## src/lom_pkg.sv

```systemverilog
`default_nettype none
package lom_pkg;
    localparam int BOOK_DEPTH_DEF  = 16;
    localparam int INSTRUMENTS_DEF = 5;
    localparam int ID_W    = 24;
    localparam int CLIENT_W = 16;
    localparam int QTY_W   = 16;
    localparam int PRICE_W = 24;
    localparam int LOT_W   = 10;
    localparam int INSTR_W = 3;
    localparam int SIDE_W  = 2;

    localparam logic [1:0] SIDE_BUY  = 2'd1;
    localparam logic [1:0] SIDE_SELL = 2'd2;

    localparam logic [1:0] ST_NEW     = 2'd0;
    localparam logic [1:0] ST_FILL    = 2'd1;
    localparam logic [1:0] ST_PARTIAL = 2'd2;
    localparam logic [1:0] ST_REJECT  = 2'd3;

    localparam logic [2:0] RSN_NONE  = 3'd0;
    localparam logic [2:0] RSN_SIDE  = 3'd1;
    localparam logic [2:0] RSN_SIZE  = 3'd2;
    localparam logic [2:0] RSN_PRICE = 3'd3;
    localparam logic [2:0] RSN_CLIENT = 3'd4;
    localparam logic [2:0] RSN_INSTR = 3'd5;
    localparam logic [2:0] RSN_FULL  = 3'd6;

    localparam logic [1:0] REG_MIN_QTY = 2'd0;
    localparam logic [1:0] REG_MAX_QTY = 2'd1;
    localparam logic [1:0] REG_LOT     = 2'd2;

    // One resting order.
    typedef struct packed {
        logic [PRICE_W-1:0]  price;
        logic [QTY_W-1:0]    qty;
        logic [ID_W-1:0]     id;
        logic [CLIENT_W-1:0] client;
    } entry_t;

    // Per-cycle command to every cell of one row.
    typedef struct packed {
        logic               pop;     // drop the front entry, shift toward front
        logic               ins;     // sorted insert of new_e
        logic               upd;     // overwrite front quantity
        logic               is_buy;
        entry_t             new_e;
        logic [QTY_W-1:0]   upd_qty;
    } row_cmd_t;
endpackage
`default_nettype wire

```

## src/lom_cell.sv

```systemverilog
`default_nettype none
// One slot of a book row. Holds an entry, moves it toward or away from the
// front, or takes the incoming order on a sorted insert.
module lom_cell (
    input  wire                  aclk,
    input  wire                  aresetn,
    input  wire                  first,
    input  wire                  clr,
    input  wire lom_pkg::row_cmd_t cmd,
    input  wire                  prev_valid,
    input  wire                  prev_goes,   // previous cell insert point at or before it
    input  wire lom_pkg::entry_t prev_e,
    input  wire                  next_valid,
    input  wire lom_pkg::entry_t next_e,
    output logic                 valid,
    output lom_pkg::entry_t      e,
    output logic                 goes
);
    logic            valid_reg, valid_next;
    lom_pkg::entry_t e_reg, e_next;
    logic            beats;

    // New order goes ahead of this entry when it has a strictly better price.
    // Rows stay sorted, so once an entry is beaten every one behind it is too.
    always_comb begin
        beats = !valid_reg ||
                (cmd.is_buy ? (e_reg.price < cmd.new_e.price)
                            : (e_reg.price > cmd.new_e.price));
        goes  = beats;
    end

    always_comb begin
        valid_next = valid_reg;
        e_next     = e_reg;
        if (cmd.pop) begin
            valid_next = next_valid;
            e_next     = next_e;
        end else if (cmd.ins) begin
            if (prev_goes) begin
                valid_next = prev_valid;
                e_next     = prev_e;
            end else if (beats) begin
                valid_next = 1'b1;
                e_next     = cmd.new_e;
            end
        end else if (cmd.upd && first) begin
            e_next.qty = cmd.upd_qty;
        end
    end

    always_ff @(posedge aclk) begin
        if (!aresetn || clr) begin
            valid_reg <= 1'b0;
        end else begin
            valid_reg <= valid_next;
        end
        e_reg <= e_next;
    end

    assign valid = valid_reg;
    assign e     = e_reg;
endmodule
`default_nettype wire

```

## src/lom_row.sv

```systemverilog
`default_nettype none
// One book: a chain of cells, front cell holds the best price.
module lom_row #(
    parameter int BOOK_DEPTH = lom_pkg::BOOK_DEPTH_DEF
) (
    input  wire                    aclk,
    input  wire                    aresetn,
    input  wire lom_pkg::row_cmd_t cmd,
    output logic                   front_valid,
    output lom_pkg::entry_t        front_e,
    output logic                   full
);
    logic            v    [BOOK_DEPTH];
    lom_pkg::entry_t e    [BOOK_DEPTH];
    logic            g    [BOOK_DEPTH];

    for (genvar i = 0; i < BOOK_DEPTH; i++) begin : g_cell
        lom_cell u_cell (
            .aclk       (aclk),
            .aresetn    (aresetn),
            .first      (i == 0),
            .clr        (1'b0),
            .cmd        (cmd),
            .prev_valid ((i == 0) ? 1'b0 : v[(i == 0) ? 0 : i-1]),
            .prev_goes  ((i == 0) ? 1'b0 : g[(i == 0) ? 0 : i-1]),
            .prev_e     (e[(i == 0) ? 0 : i-1]),
            .next_valid ((i == BOOK_DEPTH-1) ? 1'b0 : v[(i == BOOK_DEPTH-1) ? i : i+1]),
            .next_e     (e[(i == BOOK_DEPTH-1) ? i : i+1]),
            .valid      (v[i]),
            .e          (e[i]),
            .goes       (g[i])
        );
    end

    assign front_valid = v[0];
    assign front_e     = e[0];
    assign full        = v[BOOK_DEPTH-1];
endmodule
`default_nettype wire

```

## config.mk

```make
export PLATFORM = sky130hd
export DESIGN_NAME = lom_row
export DESIGN_NICKNAME = d
export VERILOG_FILES = /design/src/lom_pkg.sv /design/src/lom_cell.sv /design/src/lom_row.sv
export SDC_FILE = /design/constraint.sdc
export NUM_CORES = 2
export LEC_CHECK = 0
export ABC_AREA = 1
export BUFFER_PORTS_ARGS = -buffer_cell sky130_fd_sc_hd__clkbuf_2
export CELL_PAD_IN_SITES_DETAIL_PLACEMENT = 2
export CELL_PAD_IN_SITES_GLOBAL_PLACEMENT = 2
export CORE_MARGIN = 2
export CORE_UTILIZATION = 36
export CTS_CLUSTER_DIAMETER = 150
export DETAILED_ROUTE_END_ITERATION = 10
export MAX_ROUTING_LAYER = met4
export PLACE_DENSITY = 0.83
export SETUP_SLACK_MARGIN = 0.3
export SYNTH_ARGS = -nofsm -noshare
export SYNTH_HDL_FRONTEND = slang
export SYNTH_HIERARCHICAL = 1
export SYNTH_SLANG_ARGS = --single-unit
export TNS_END_PERCENT = 50
```

## constraint.sdc

```tcl
create_clock -name aclk -period 6.2 [get_ports aclk]
set_clock_uncertainty 0.15 [all_clocks]
set_input_delay 0.93 -clock aclk [delete_from_list [all_inputs] [get_ports aclk]]
set_output_delay 0.93 -clock aclk [all_outputs]
set_load 0.02 [all_outputs]
```

---- Word level (Yosys, flattened, before mapping) ----
Cells that the tools add are included.
word-level totals
  register bits after elaboration ......... 1296
  input bits .............................. 102
  output and inout port bits .............. 82
cells by class
  $lt $le $gt $ge ......................... 32
  eq/ne operators ......................... 1
  muxes and demuxes ....................... 169
  bitwise logic cells ..................... 2
  reductions and logical operators ........ 69
operators with widths
  kind                  number
  $mux W80              46
  $mux W40              15
  $gt A24 B24 Y1        16
  $lt A24 B24 Y1        16
  $mux W24              15
  $mux W16              16
  $mux W1               77
  $reduce_bool A3 Y1    15
  $reduce_and A2 Y1     17
  $logic_not A1 Y1      16
  $logic_or A1 B1 Y1    16
  $reduce_bool A2 Y1    3
  $ne A3 B1 Y1 const B  1
  $reduce_and A3 Y1     1
  $not A1 Y1            2
  $reduce_or A2 Y1      1

---- Logic depth before layout (Yosys ltp) ----
  depth in word-level cells ............... 7
  gate-level depth with buffers ........... 21
  mapped depth without buffers ............ 20

---- Cells and area by module ----
The synthesis kept the hierarchy.
by module, submodules not included
  module                           times used  cells an instance  area an instance (um^2)  sequential area each (um^2)
  lom_cell (g_cell[2].u_cell ...)  8           553                4853.4                   2422.3
  lom_cell (g_cell[0].u_cell ...)  8           549                4850.9                   2422.3
  lom_row                          1           2                  7.5                      0.0

---- Least setup slack after synthesis ----
No wires, ideal clock.
  path type ............................... input -> register
  start ................................... input cmd[91] (netlist name)
  end ..................................... register g_cell[10].u_cell.e_reg, in the netlist g_cell[10].u_cell/e[0], enable pin
  arrival time ............................ 5.509 ns
  data required time ...................... 5.526 ns
  setup slack ............................. 0.017 ns
  cell stages on the path ................. 14
  buffers on the path ..................... 1
  cells stage by stage .................... inv_1 ha_1 nand2_2 inv_1 nand2_1 a21oi_1 nor2_1 nand4_2 nand2_1 inv_1 nand2_1 buf_2 nor2_8 a31oi_1
RTL lines
  element               RTL line        RTL
  from (decl)           lom_row.sv:8    input wire lom_pkg::row_cmd_t cmd,
  to (signal assigned)  lom_cell.sv:57  e_reg <= e_next;
  to (decl)             lom_cell.sv:20  lom_pkg::entry_t e_reg, e_next;

==> metrics.txt <==
drt initial violations=roughly 6600; most common cell after layout, fill and taps aside=nand2_1; fmax=215.5 MHz; pwr/cell area=between 300 and 400 nW/um^2; CP cell instances=clkbuf_2 -> inv_1 -> ha_1 -> a21oi_1 -> o21ai_1 -> nor2_1 -> nand4_2 -> nand2_1 -> inv_1 -> nand2_4 -> buf_4 -> inv_1 -> nor2_1 -> o21ai_1; CTS buffer count=roughly 160; dpl hpwl=~220 mm; r2r startpoint=g_cell[8].u_cell/e[79]; area of the mapped netlist=~78000 um^2; status=complete, no violations; worst hold path depth=2; RSZ-0062 raised after global routing=no; required time worst endpoint=around 6.6 ns; Max Cap Viol=0; htree depth=4; CTS tree=yes; CP max-delay cell=buf_4; Overall Global Routing Usage=29.66%; first-pass GRT wire length=489.7 mm; TNS Setup=0 ns; detailed-route wire length per cell=27.49 um; Logic pwr share=19.4%; Startpoint Class=input port; Slew @ Worst Pin=between 1 and 1.5 ns; Reg clk slew, reported paths=approximately 0.060 ns; CP dominant cell by count=inv_1; crit end category=flip-flop; Worst Path Arrival=5.07 ns; flop2flop setup slack=roughly 1.8 ns; hold_buf cts=0; Fillers=23470; die area=roughly 220000 um^2; R2R Path End=g_cell[9].u_cell/e[40]; 1st-pass router iterations=5; proportion of layout cells with a drive suffix above 1=roughly 8%; core area=214400 um^2; Psw=between 8 and 9 mW; Sink Count=~1300; Die Span Y=468.4 um; via count=just over 70000; Gate Count Post-Synth=8817; final layout net count=between 9000 and 10000; DP Area=around 80000 um^2; area delta synth->final=10.81%; # DRC=0; synth warn=6; Sw Share=between 30% and 40%; Root Driver=clkbuf_16; Hold Vio Cnt, Final=0; Largest register FFs=between 1000 and 1500; Flop pwr share=46.9%; I/O pins=184; clock share of power=between 30% and 40%; post-layout minimum cycle time=4.641 ns; worst-skew pair later-pin latency=roughly 0.85 ns; Cell Int Power=18.30 mW; most frequent cells in the layout=2200 x nand2_1, 1712 x nand3_1, 1280 x edfxtp_1; type of the worst setup path=input port to flip-flop; period utilization=74.85%; Final Cell Area=roughly 86000 um^2; cells on worst reg2reg path=12; CP max FO=47; post-CTS setup buffers=0; GPL Wtd Cong=around 0.90; grt ovf=0; syn avg cell area=8.806 um^2; Die Width=approximately 470 um; Max clock buf depth=3; Core Rows=170; Hold Path End=g_cell[13].u_cell/e[36]; Worst Hold Class=flip-flop to flip-flop; via-per-instance ratio=6.049; Initial Utilization=a little over a third; max-slew violations=0; drt total wl=roughly 320 mm; Port Buf Inserts=183; vias in the first global route=approximately 79000; Worst VDD drop=262.0 uV; Final ANT Viol Nets=0; Leakage Power=35.83 nW; CTS resizes=0; Slew HR=~18%; Hold Path Origin=g_cell[14].u_cell/e[36]; largest net degree at the start of global routing=roughly 130; final setup fails=0; initial antenna violation count=16; slowest stage delay, CP=around 0.75 ns
[metal layers]
metal  share of wire (%)  global-route usage (%)  vias up
met2                  49                   49.30     2603
met3                 6.3                   4.470      674
li1                    -                       -    30990
met4                 4.2                   12.54        0
met5                   0                       -        -
met1                  41                   35.84    36710
[through the flow]
step	cells	hold slack (ns)	power (mW)	utilization [%]	setup WS, ns
floorplan	8851	0.3871	15.61	-	0.03255
global placement	11440	0.3944	17.34	37.86	1.050
detailed placement	11440	0.4088	17.85	37.86	0.8711
CTS	11720	0.4176	27.04	40.11	1.716
global route	11730	0.4443	28.09	40.12	1.467
finish	11730	0.4068	26.97	40.13	1.559
[power by group through the flow]
stage	clock, mW	combinational (mW)	sequential, mW
5_1_grt	9.51	5.76	12.8
4_1_cts	9.23	5.18	12.6
3_5_place_dp	0	5.08	12.8
6_report	9.08	5.24	12.7
2_1_floorplan	0	3.24	12.4
3_3_place_gp	0	4.67	12.7
[worst max path at each step]
stage                             end  startpoint  slack (ns)  cells past startpoint
2_1_floorplan   g_cell[3].u_cell/e[0]     cmd[91]        0.03                     14
3_3_place_gp   g_cell[8].u_cell/e[47]     cmd[81]        1.05                     18
3_5_place_dp   g_cell[9].u_cell/e[47]     cmd[95]        0.87                     14
4_1_cts        g_cell[9].u_cell/e[40]     cmd[95]        1.72                     14
5_1_grt        g_cell[9].u_cell/e[40]     cmd[95]        1.47                     14
6_report       g_cell[9].u_cell/e[40]     cmd[95]        1.56                     14
[layout make-up]
class	instances	area, um^2	share of cell area (%)
sequential	1296	38760	45.05
inverter	680	2552	2.967
tap	2838	3551	4.127
timing repair buffer	296	1987	2.309
multi-input combinational	6331	34320	39.89
clock buffer	214	4270	4.964
antenna	10	25.02	0.02909
clock inverter	68	573.1	0.6661
[critical path, delay by kind of cell]
family / cells / cell delay, ns
buffers and inverters: 5 / 1.94
and+or+nand+nor: 5 / 1.35
AOI/OAI and AO/OA: 3 / 0.39
adders and majority gates: 1 / 0.37
(Power assumes the default switching activity.)
